### src/hdl/ims_pkg.sv
// Shared constants, codes and structs of the Ising Metropolis sweep block.
`default_nettype none

package ims_pkg;

   // Lattice geometry: SIDE x SIDE spins with periodic wrap.
   localparam int SIDE   = 8;
   localparam int NSITES = SIDE * SIDE;
   localparam int ROW_W  = $clog2(SIDE);
   localparam int SUM_W  = $clog2(NSITES) + 2;

   // Field and register widths.
   localparam int RAND_W    = 32;
   localparam int THR_W     = 32;
   localparam int SWEEP_W   = 20;
   localparam int POS_OUT_W = 3;
   localparam int MAG_W     = 8;
   localparam int CSR_IDX_W = 2;
   localparam int CSR_DAT_W = 32;

   localparam logic [ROW_W-1:0] LAST_POS = ROW_W'(SIDE - 1);

   // Configuration register indexes.
   localparam logic [CSR_IDX_W-1:0] CSR_THRESHOLD_DE4  = 2'd0;
   localparam logic [CSR_IDX_W-1:0] CSR_THRESHOLD_DE8  = 2'd1;
   localparam logic [CSR_IDX_W-1:0] CSR_BURN_IN_SWEEPS = 2'd2;
   localparam logic [CSR_IDX_W-1:0] CSR_TOTAL_SWEEPS   = 2'd3;

   localparam logic [SWEEP_W-1:0] BURN_IN_RESET = 20'd500;
   localparam logic [SWEEP_W-1:0] TOTAL_RESET   = 20'd100000;

   // Word kinds on the request channel.
   localparam logic KIND_SITE    = 1'b0;
   localparam logic KIND_RESTART = 1'b1;

   // Neighbors agreeing with the center spin; fewer than three always flips.
   localparam logic [2:0] AGREE_DE4 = 3'd3;
   localparam logic [2:0] AGREE_DE8 = 3'd4;

   // Access request to the lattice row store.
   typedef struct packed {
      logic             rd_a_en;
      logic [ROW_W-1:0] rd_a_addr;
      logic             rd_b_en;
      logic [ROW_W-1:0] rd_b_addr;
      logic             wr_en;
      logic [ROW_W-1:0] wr_addr;
      logic [SIDE-1:0]  wr_data;
      logic             clear;
   } mem_req_type;

   // Outcome of one site update.
   typedef struct packed {
      logic flip;
      logic spin_old;
      logic spin_new;
   } upd_type;

endpackage

`default_nettype wire

### src/hdl/ims_lattice.sv
// Lattice row store: two registered read ports, one write port, row valid bits.
`default_nettype none

module ims_lattice (
   input  wire logic                        clock,
   input  wire logic                        reset,
   input  wire ims_pkg::mem_req_type        mem_req,
   output logic [ims_pkg::SIDE-1:0]         rd_a_data,
   output logic [ims_pkg::SIDE-1:0]         rd_b_data
);

   logic [ims_pkg::SIDE-1:0] mem [ims_pkg::SIDE];
   logic [ims_pkg::SIDE-1:0] valid_ff;
   logic [ims_pkg::SIDE-1:0] valid_in;
   logic [ims_pkg::SIDE-1:0] rd_a_ff;
   logic [ims_pkg::SIDE-1:0] rd_b_ff;
   logic                     fwd_a;
   logic                     fwd_b;

   assign fwd_a = mem_req.wr_en && (mem_req.wr_addr == mem_req.rd_a_addr);
   assign fwd_b = mem_req.wr_en && (mem_req.wr_addr == mem_req.rd_b_addr);

   // A row that was never written since restart reads as all spins up.
   always_comb begin
      valid_in = valid_ff;
      if (mem_req.wr_en) begin
         valid_in[mem_req.wr_addr] = 1'b1;
      end
      if (mem_req.clear) begin
         valid_in = '0;
      end
   end

   always_ff @(posedge clock) begin
      if (reset) begin
         valid_ff <= '0;
      end else begin
         valid_ff <= valid_in;
      end
   end

   always_ff @(posedge clock) begin
      if (mem_req.wr_en) begin
         mem[mem_req.wr_addr] <= mem_req.wr_data;
      end
      if (mem_req.rd_a_en) begin
         if (fwd_a) begin
            rd_a_ff <= mem_req.wr_data;
         end else if (!valid_ff[mem_req.rd_a_addr]) begin
            rd_a_ff <= '1;
         end else begin
            rd_a_ff <= mem[mem_req.rd_a_addr];
         end
      end
      if (mem_req.rd_b_en) begin
         if (fwd_b) begin
            rd_b_ff <= mem_req.wr_data;
         end else if (!valid_ff[mem_req.rd_b_addr]) begin
            rd_b_ff <= '1;
         end else begin
            rd_b_ff <= mem[mem_req.rd_b_addr];
         end
      end
   end

   assign rd_a_data = rd_a_ff;
   assign rd_b_data = rd_b_ff;

   a_clear_empties: assert property (@(posedge clock) disable iff (reset)
      mem_req.clear |=> (valid_ff == '0))
      else $error("row valid bits not cleared on restart");

   a_write_marks: assert property (@(posedge clock) disable iff (reset)
      (mem_req.wr_en && !mem_req.clear) |=> valid_ff[$past(mem_req.wr_addr)])
      else $error("written row not marked valid");

   a_forward_a: assert property (@(posedge clock) disable iff (reset)
      (mem_req.rd_a_en && mem_req.wr_en && (mem_req.rd_a_addr == mem_req.wr_addr))
      |=> (rd_a_ff == $past(mem_req.wr_data)))
      else $error("read port A missed the row written in the same cycle");

endmodule

`default_nettype wire

### src/hdl/ims_update.sv
// Metropolis decision for one site from its row and the rows above and below.
`default_nettype none

module ims_update (
   input  wire logic [ims_pkg::SIDE-1:0]   row_up,
   input  wire logic [ims_pkg::SIDE-1:0]   row_mid,
   input  wire logic [ims_pkg::SIDE-1:0]   row_dn,
   input  wire logic [ims_pkg::ROW_W-1:0]  col,
   input  wire logic [ims_pkg::RAND_W-1:0] rand_fraction,
   input  wire logic [ims_pkg::THR_W-1:0]  threshold_de4,
   input  wire logic [ims_pkg::THR_W-1:0]  threshold_de8,
   output ims_pkg::upd_type                upd,
   output logic [ims_pkg::SIDE-1:0]        row_new
);

   logic [ims_pkg::ROW_W-1:0] col_m;
   logic [ims_pkg::ROW_W-1:0] col_p;
   logic [2:0]                n_up;
   logic [2:0]                agree;
   logic                      spin;
   logic                      flip;

   assign col_m = (col == '0) ? ims_pkg::LAST_POS : col - 1'b1;
   assign col_p = (col == ims_pkg::LAST_POS) ? '0 : col + 1'b1;
   assign spin  = row_mid[col];

   assign n_up = 3'(row_up[col]) + 3'(row_dn[col]) + 3'(row_mid[col_m])
               + 3'(row_mid[col_p]);

   // The energy change is 2*(2*agree - 4), so it is zero or below when at most
   // two neighbors agree with the center spin.
   assign agree = spin ? n_up : 3'd4 - n_up;

   always_comb begin
      case (agree)
         ims_pkg::AGREE_DE4: flip = rand_fraction < threshold_de4;
         ims_pkg::AGREE_DE8: flip = rand_fraction < threshold_de8;
         default:            flip = 1'b1;
      endcase
   end

   always_comb begin
      row_new      = row_mid;
      row_new[col] = ~spin;
   end

   assign upd.flip     = flip;
   assign upd.spin_old = spin;
   assign upd.spin_new = flip ? ~spin : spin;

endmodule

`default_nettype wire

### src/hdl/ising_metropolis_sweep.sv
// Ising Metropolis sweep: a square spin lattice updated site by site in row-major order.
// The request channel carries one word per site visit: kind selects a site update (0),
// which uses rand_fraction for the acceptance test, or a restart (1), which sets every
// spin up and returns to site (0,0) at sweep 0. Every request word yields exactly one
// response word with the visited site, its new spin, the flip mark, the magnetization
// after the step, and the sweep-end, sample and run-done marks.
// The spins live in a row-wide store with two read ports. An accepted word reads the rows
// above and below its site in the accept cycle and its own row in the next one; in the
// evaluate state it decides the flip, writes the row back on a flip and loads the response
// register. A new word is taken in the cycle the previous one retires, and not before;
// the pace is set by the row reads of each site on the row store. A row written in the
// cycle a read starts is forwarded. A stalled response holds the block in its decision
// state and the request side waits.
// Reset (synchronous) sets all spins up through the row valid bits, clears the site and
// sweep counters and loads the registers with their reset values; no clearing pass is
// needed. The user must write the csr registers only while the block is idle; the block
// does not enforce this. The csr channel is ready whenever reset is low; the request
// channel is not ready during reset either.
`default_nettype none

module ising_metropolis_sweep (
   input  wire logic                           clock,
   input  wire logic                           reset,
   input  wire logic                           req_valid,
   output logic                                req_ready,
   input  wire logic                           req_kind,
   input  wire logic [ims_pkg::RAND_W-1:0]     req_rand_fraction,
   output logic                                rsp_valid,
   input  wire logic                           rsp_ready,
   output logic [ims_pkg::POS_OUT_W-1:0]       rsp_row,
   output logic [ims_pkg::POS_OUT_W-1:0]       rsp_col,
   output logic                                rsp_spin_up,
   output logic                                rsp_flipped,
   output logic                                rsp_sweep_end,
   output logic signed [ims_pkg::MAG_W-1:0]    rsp_magnetization,
   output logic                                rsp_sample_valid,
   output logic                                rsp_run_done,
   input  wire logic                           csr_valid,
   output logic                                csr_ready,
   input  wire logic [ims_pkg::CSR_IDX_W-1:0]  csr_index,
   input  wire logic [ims_pkg::CSR_DAT_W-1:0]  csr_wdata
);

   typedef enum logic [1:0] {
      ST_IDLE,
      ST_READ,
      ST_EVAL
   } state_type;

   state_type state_ff;
   state_type state_in;

   // Configuration registers.
   logic [ims_pkg::THR_W-1:0]   th4_ff;
   logic [ims_pkg::THR_W-1:0]   th8_ff;
   logic [ims_pkg::SWEEP_W-1:0] burn_in_ff;
   logic [ims_pkg::SWEEP_W-1:0] total_ff;

   // Lattice position and statistics.
   logic [ims_pkg::ROW_W-1:0]   site_row_ff, site_row_in;
   logic [ims_pkg::ROW_W-1:0]   site_col_ff, site_col_in;
   logic [ims_pkg::SWEEP_W-1:0] sweep_ff, sweep_in;
   logic signed [ims_pkg::SUM_W-1:0] sum_ff, sum_in;

   // Word in flight.
   logic                        item_kind_ff;
   logic [ims_pkg::RAND_W-1:0]  item_rand_ff;
   logic [ims_pkg::SIDE-1:0]    row_up_ff;

   // Response register.
   logic                              rsp_valid_ff;
   logic [ims_pkg::POS_OUT_W-1:0]     rsp_row_ff;
   logic [ims_pkg::POS_OUT_W-1:0]     rsp_col_ff;
   logic                              rsp_spin_up_ff;
   logic                              rsp_flipped_ff;
   logic                              rsp_sweep_end_ff;
   logic signed [ims_pkg::MAG_W-1:0]  rsp_mag_ff;
   logic                              rsp_sample_valid_ff;
   logic                              rsp_run_done_ff;

   logic                        req_accept;
   logic                        restart;
   logic                        out_free;
   logic                        commit;
   logic                        active;
   logic                        flipped;
   logic                        col_last;
   logic                        row_last;
   logic                        wrap;
   logic [ims_pkg::ROW_W-1:0]   nxt_row;
   logic [ims_pkg::ROW_W-1:0]   nxt_col;
   logic [ims_pkg::SWEEP_W-1:0] nxt_sweep;
   logic signed [ims_pkg::SUM_W-1:0] nxt_sum;
   logic signed [ims_pkg::MAG_W-1:0] mag_sat;
   logic [ims_pkg::ROW_W-1:0]   rd_row_m;
   logic [ims_pkg::ROW_W-1:0]   rd_row_p;

   ims_pkg::mem_req_type        mem_req;
   ims_pkg::upd_type            upd;
   logic [ims_pkg::SIDE-1:0]    rd_a_data;
   logic [ims_pkg::SIDE-1:0]    rd_b_data;
   logic [ims_pkg::SIDE-1:0]    row_new;

   // Handshakes.
   assign out_free   = !rsp_valid_ff || rsp_ready;
   assign commit     = (state_ff == ST_EVAL) && out_free;
   assign req_ready  = ((state_ff == ST_IDLE) || commit) && !reset;
   assign req_accept = req_valid && req_ready;
   assign restart    = req_accept && (req_kind == ims_pkg::KIND_RESTART);
   assign csr_ready  = !reset;

   // Decision for the word in flight; a restart word passes through inactive.
   ims_update u_update (
      .row_up        (row_up_ff),
      .row_mid       (rd_a_data),
      .row_dn        (rd_b_data),
      .col           (site_col_ff),
      .rand_fraction (item_rand_ff),
      .threshold_de4 (th4_ff),
      .threshold_de8 (th8_ff),
      .upd           (upd),
      .row_new       (row_new)
   );

   assign active   = (item_kind_ff == ims_pkg::KIND_SITE) && (sweep_ff < total_ff);
   assign flipped  = active && upd.flip;
   assign col_last = site_col_ff == ims_pkg::LAST_POS;
   assign row_last = site_row_ff == ims_pkg::LAST_POS;
   assign wrap     = active && col_last && row_last;

   always_comb begin
      nxt_col = site_col_ff;
      nxt_row = site_row_ff;
      if (active) begin
         nxt_col = col_last ? '0 : site_col_ff + 1'b1;
         if (col_last) begin
            nxt_row = row_last ? '0 : site_row_ff + 1'b1;
         end
      end
   end

   assign nxt_sweep = sweep_ff + ims_pkg::SWEEP_W'(wrap);

   always_comb begin
      nxt_sum = sum_ff;
      if (flipped) begin
         nxt_sum = upd.spin_old ? sum_ff - ims_pkg::SUM_W'(2)
                                : sum_ff + ims_pkg::SUM_W'(2);
      end
   end

   // Magnetization clamps to the signed 8-bit range on wide lattices.
   always_comb begin
      if (nxt_sum > 127) begin
         mag_sat = 8'sd127;
      end else if (nxt_sum < -128) begin
         mag_sat = -8'sd128;
      end else begin
         mag_sat = ims_pkg::MAG_W'(nxt_sum);
      end
   end

   // Counter updates: the retiring word advances, a newly accepted restart overrides.
   always_comb begin
      site_row_in = site_row_ff;
      site_col_in = site_col_ff;
      sweep_in    = sweep_ff;
      sum_in      = sum_ff;
      if (commit) begin
         site_row_in = nxt_row;
         site_col_in = nxt_col;
         sweep_in    = nxt_sweep;
         sum_in      = nxt_sum;
      end
      if (restart) begin
         site_row_in = '0;
         site_col_in = '0;
         sweep_in    = '0;
         sum_in      = ims_pkg::SUM_W'(ims_pkg::NSITES);
      end
   end

   // Rows above and below are read at accept from the position the word will see.
   assign rd_row_m = (site_row_in == '0) ? ims_pkg::LAST_POS : site_row_in - 1'b1;
   assign rd_row_p = (site_row_in == ims_pkg::LAST_POS) ? '0 : site_row_in + 1'b1;

   always_comb begin
      mem_req.rd_a_en   = req_accept || (state_ff == ST_READ);
      mem_req.rd_a_addr = (state_ff == ST_READ) ? site_row_ff : rd_row_m;
      mem_req.rd_b_en   = req_accept;
      mem_req.rd_b_addr = rd_row_p;
      mem_req.wr_en     = commit && flipped;
      mem_req.wr_addr   = site_row_ff;
      mem_req.wr_data   = row_new;
      mem_req.clear     = restart;
   end

   ims_lattice u_lattice (
      .clock     (clock),
      .reset     (reset),
      .mem_req   (mem_req),
      .rd_a_data (rd_a_data),
      .rd_b_data (rd_b_data)
   );

   always_comb begin
      state_in = state_ff;
      case (state_ff)
         ST_IDLE: begin
            if (req_accept) begin
               state_in = ST_READ;
            end
         end
         ST_READ: begin
            state_in = ST_EVAL;
         end
         ST_EVAL: begin
            if (commit) begin
               state_in = req_accept ? ST_READ : ST_IDLE;
            end
         end
         default: begin
            state_in = ST_IDLE;
         end
      endcase
   end

   // Sequencer state and response register.
   always_ff @(posedge clock) begin
      if (reset) begin
         state_ff     <= ST_IDLE;
         rsp_valid_ff <= 1'b0;
      end else begin
         state_ff <= state_in;
         if (commit) begin
            rsp_valid_ff <= 1'b1;
         end else if (rsp_ready) begin
            rsp_valid_ff <= 1'b0;
         end
      end
      if (commit) begin
         rsp_row_ff          <= ims_pkg::POS_OUT_W'(site_row_ff);
         rsp_col_ff          <= ims_pkg::POS_OUT_W'(site_col_ff);
         rsp_spin_up_ff      <= active ? upd.spin_new : upd.spin_old;
         rsp_flipped_ff      <= flipped;
         rsp_sweep_end_ff    <= wrap;
         rsp_mag_ff          <= mag_sat;
         rsp_sample_valid_ff <= wrap && (sweep_ff > burn_in_ff);
         rsp_run_done_ff     <= nxt_sweep >= total_ff;
      end
   end

   // Word in flight; the row above is kept while port A fetches the site's own row.
   always_ff @(posedge clock) begin
      if (req_accept) begin
         item_kind_ff <= req_kind;
         item_rand_ff <= req_rand_fraction;
      end
      if (state_ff == ST_READ) begin
         row_up_ff <= rd_a_data;
      end
   end

   always_ff @(posedge clock) begin
      if (reset) begin
         site_row_ff <= '0;
         site_col_ff <= '0;
         sweep_ff    <= '0;
         sum_ff      <= ims_pkg::SUM_W'(ims_pkg::NSITES);
      end else begin
         site_row_ff <= site_row_in;
         site_col_ff <= site_col_in;
         sweep_ff    <= sweep_in;
         sum_ff      <= sum_in;
      end
   end

   always_ff @(posedge clock) begin
      if (reset) begin
         th4_ff     <= '0;
         th8_ff     <= '0;
         burn_in_ff <= ims_pkg::BURN_IN_RESET;
         total_ff   <= ims_pkg::TOTAL_RESET;
      end else if (csr_valid && csr_ready) begin
         case (csr_index)
            ims_pkg::CSR_THRESHOLD_DE4:  th4_ff     <= csr_wdata;
            ims_pkg::CSR_THRESHOLD_DE8:  th8_ff     <= csr_wdata;
            ims_pkg::CSR_BURN_IN_SWEEPS: burn_in_ff <= csr_wdata[ims_pkg::SWEEP_W-1:0];
            ims_pkg::CSR_TOTAL_SWEEPS:   total_ff   <= csr_wdata[ims_pkg::SWEEP_W-1:0];
            default: begin
            end
         endcase
      end
   end

   assign rsp_valid         = rsp_valid_ff;
   assign rsp_row           = rsp_row_ff;
   assign rsp_col           = rsp_col_ff;
   assign rsp_spin_up       = rsp_spin_up_ff;
   assign rsp_flipped       = rsp_flipped_ff;
   assign rsp_sweep_end     = rsp_sweep_end_ff;
   assign rsp_magnetization = rsp_mag_ff;
   assign rsp_sample_valid  = rsp_sample_valid_ff;
   assign rsp_run_done      = rsp_run_done_ff;

endmodule

`default_nettype wire

### config.mk
export PLATFORM = sky130hd
export DESIGN_NAME = ising_metropolis_sweep
export DESIGN_NICKNAME = d
export VERILOG_FILES = /design/src/hdl/ims_pkg.sv /design/src/hdl/ims_lattice.sv /design/src/hdl/ims_update.sv /design/src/hdl/ising_metropolis_sweep.sv
export SDC_FILE = /design/constraint.sdc
export NUM_CORES = 1
export LEC_CHECK = 0
export BUFFER_PORTS_ARGS = -buffer_cell sky130_fd_sc_hd__clkbuf_2
export CELL_PAD_IN_SITES_DETAIL_PLACEMENT = 1
export CELL_PAD_IN_SITES_GLOBAL_PLACEMENT = 1
export CORE_ASPECT_RATIO = 0.5
export CORE_MARGIN = 2
export CORE_UTILIZATION = 40
export CTS_BUF_LIST = sky130_fd_sc_hd__clkbuf_8
export CTS_CLUSTER_DIAMETER = 120
export CTS_CLUSTER_SIZE = 16
export DETAILED_ROUTE_END_ITERATION = 7
export GPL_ROUTABILITY_DRIVEN = 0
export GPL_TIMING_DRIVEN = 0
export PLACE_DENSITY_LB_ADDON = 0.1
export SETUP_SLACK_MARGIN = 0.1
export SKIP_LAST_GASP = 1
export SYNTH_ARGS = -nofsm -noshare
export SYNTH_HDL_FRONTEND = slang
export SYNTH_SLANG_ARGS = --single-unit
### constraint.sdc
create_clock -name clock -period 23.9 [get_ports clock]
set_input_delay 4.78 -clock clock [delete_from_list [all_inputs] [get_ports clock]]
set_output_delay 4.78 -clock clock [all_outputs]
set_load 0.01 [all_outputs]
==> flow_summary.yaml <==
drt:
  firstDrtPassIters: 4
  via_per_inst: 5.36
  wl_per_cell_um: 20.3
  vias: 11900
  drc: 0
  drt_iter0_markers: 644
  antenna_left: 0
  wl_um: 45200
clock_network:
  cts-root-buf: "clkbuf_8"
  cts_inserted_buffers: 21
  clockBufferDepth: 3
  clkSinkCount: 287
  cts_tree: "done"
  cts_resized: 0
  htree_levels: 1
  cts_hold_buf: 0
  postCtsSetupBuffers: 0
  worstSkewPairLatency_ns: 0.62
  path_clk_slew_ns: 0.13
yosys:
  synth_ff_type: "dfxtp_1"
  synth_enable_flop_cells: 139
  yosysWarnings: 0
  synthArstFlopShare: 0
  yosysTopAreaCell: "edfxtp_1"
  yosysUniqueCellTypes: 79
  seq_area_frac_synth: 0.457
  synth_area_um2: 15600
  synth-seq-cells: 287
  synth_area_leaders: "edfxtp_1 (27%), dfxtp_1 (19%), ha_1 (11%)"
  syn_inst: 1556
  avgSynthCellArea_um2: 10.0
  yosys.area.top_type_share: 0.267
  synth_nets: 1771
timing:
  clock.fmax_ghz: 0.0877
  final-setup-viol-count: 0
  timing.setup.tns_ns: 0
  hold_viol: 0
  worst_slew_pin_slew_ns: 1.12
  slew_violations: 0
  finalCriticalPeriod_ns: 11.40
  fin_skew_ns: 0.0463
  grt_setup_unrepaired: "false"
  fin_crit_sh: 0.477
  timing.hold.ws_ns: 0.462
  relSlewSlack: 0.250
global_routing:
  grt_overflow_total: 0
  grt_pass1_wl_um: 70700
  grt_pass1_vias: 12700
  grt_antenna_before_repair: 0
  grt_max_degree: 28
  grt_use_total: 0.223
die:
  fp.dieW_um: 283
  rows: 51
  start_util: 0.404
  io_pins: 94
  die_y_um: 144
  coreArea_um2: 38700
  dieArea_um2: 40700
power_and_ir_drop:
  switching_share: 0.260
  p_sw_mw: 0.222
  power_mw: 0.854
  pwr-share-seq: 0.616
  p_leak_nw: 6.23
  power_density_nw_per_um2: 49.6
  ir_drop_mv: 0.0360
  power_frac_clock: 0.296
  power_frac_comb: 0.088
  internal-power_mw: 0.632
status:
  outcome: "finished, final reports clean"
critical_path:
  worstSetupEndpointType: "primary output"
  path_cells: "clkbuf_2, clkbuf_1, clkbuf_1, a211oi_1, clkbuf_2"
  critPathRequiredTime_ns: 19.12
  timing.critical_path.buf_inv: 4
  cp_slowest_cell: "clkbuf_1"
  r2r_start: "sweep_ff[2]"
  cpPeakStageDelay_ns: 0.65
  setup.worst_path.class: "input pin to primary output"
  start_kind: "input pin"
  worst-endpoint-arrival_ns: 6.62
  crit_path_max_fanout: 10
  r2r_slack_ns: 17.70
  crit_family: "buffers and inverters"
  r2r-end: "rsp_run_done"
  r2r_cells: 25
  cp.depth: 5
finish:
  finalNetCount: 1895
  syn2layout_area_growth_pct: 10.3
  drive_gt1_frac: 0.116
  finish.utilization: 0.445
  n_antenna_cell: 0
placement:
  portBuffers: 92
  hpwlAfterDp_um: 35500
min_path:
  worstHoldEndpoint: "th8_ff[26]"
  hold-path-cell-count: 2
  hold_start: "th8_ff[26]"
  hp-class: "flop to flop"
flow_run:
  maxCapViolations: 0
-- routing by layer --
metal	track usage	up-vias	routed length, um
met5	0	-	0
met4	0.0540	0	1010
met3	0.0341	63	1420
met2	0.396	185	21800
met1	0.286	5901	21000
li1	-	5781	-
-- area by class of cell --
class	instances	area, um2
clock inverter	17	67.6
tap	530	663
inverter	156	587
clock buffer	21	289
multi-input combinational	1049	7650
buffer	64	270
sequential	287	7140
fill	4432	21500
timing repair buffer	101	543
-- worst min-delay path, stage by stage (launching register included) --
cell and delay, ns:
dfxtp_1 0.33, nand2_1 0.05, a21oi_1 0.05
-- logic make-up after synthesis --
logic type      share of synthesized area
mux                                0.0689
fa+ha+maj                           0.116
buf+inv                            0.0548
flops                               0.457
simple gates                        0.138
xor+xnor                           0.0314
other cells                      0.000240
compound gates                      0.134
-- cells in the mapped netlist (3+ instances only) --
| cell type | instances |
|---|---|
| a2111oi_0 | 11 |
| a211oi_1 | 15 |
| a21o_1 | 30 |
| a21oi_1 | 141 |
| a31oi_1 | 3 |
| and2_1 | 5 |
| and3_1 | 14 |
| and4_1 | 3 |
| and4b_1 | 3 |
| buf_1 | 7 |
| buf_2 | 4 |
| buf_4 | 4 |
| clkbuf_1 | 47 |
| dfxtp_1 | 148 |
| edfxtp_1 | 139 |
| ha_1 | 141 |
| inv_1 | 153 |
| mux2_2 | 7 |
| mux2i_1 | 14 |
| mux4_1 | 6 |
| mux4_2 | 31 |
| nand2_1 | 254 |
| nand2b_1 | 11 |
| nand3_1 | 29 |
| nand4_1 | 22 |
| nor2_1 | 64 |
| nor2b_1 | 12 |
| nor3_1 | 19 |
| nor4_1 | 14 |
| nor4b_1 | 5 |
| o211ai_1 | 29 |
| o21a_1 | 6 |
| o21ai_0 | 42 |
| o221ai_1 | 8 |
| o31ai_1 | 4 |
| or2_2 | 3 |
| or3_1 | 5 |
| xnor2_1 | 26 |
| xor2_1 | 30 |
-- cell usage in the layout, fill, tap and decap left out, types with 30 or more instances in the layout --
cell / count
o21ai_0: 41
edfxtp_1: 139
xor2_1: 30
dfxtp_1: 148
clkbuf_1: 46
a21oi_1: 141
ha_1: 141
clkbuf_2: 94
nand2_1: 254
mux4_2: 31
a21o_1: 30
inv_1: 169
nor2_1: 64
-- power by group through the flow --
stage               logic [mW]  clock network (mW)  registers, mW
finish                  0.0752               0.253          0.527
floorplan               0.0434                   0          0.537
detailed placement      0.0758                   0          0.538
global placement        0.0712                   0          0.538
CTS                     0.0762               0.261          0.527
global route            0.0838               0.279          0.528
-- state kept, by name, summed over array words and instances (netlist names), 2 cells and up --
| signal | flops |
|---|---|
| burn_in_ff | 20 |
| item_rand_ff | 32 |
| row_up_ff | 8 |
| rsp_col | 3 |
| rsp_magnetization | 7 |
| rsp_row | 3 |
| site_col_ff | 3 |
| site_row_ff | 3 |
| state_ff | 2 |
| sum_ff | 7 |
| sweep_ff | 20 |
| th4_ff | 32 |
| th8_ff | 32 |
| total_ff | 20 |
| u_lattice.mem | 64 |
| u_lattice.rd_a_data | 8 |
| u_lattice.rd_b_data | 8 |
| u_lattice.valid_ff | 8 |
-- stage by stage --
stage	cell area (um2)	worst slack [ns]	cells
finish	17200	12.50	2225
global route	17200	12.34	2225
CTS	17200	12.41	2225
detailed placement	16900	12.42	2187
global placement	16700	9.19	2178
floorplan	15600	12.86	1556
-- worst max-delay path by stage --
stage	end	slack, ns	start
global placement	u_lattice.rd_a_data[5]	9.19	rsp_ready
floorplan	u_lattice.rd_a_data[0]	12.86	rsp_ready
finish	req_ready	12.50	reset
CTS	req_ready	12.41	reset
detailed placement	req_ready	12.42	reset
global route	req_ready	12.34	reset
(Power assumes the default switching activity.)
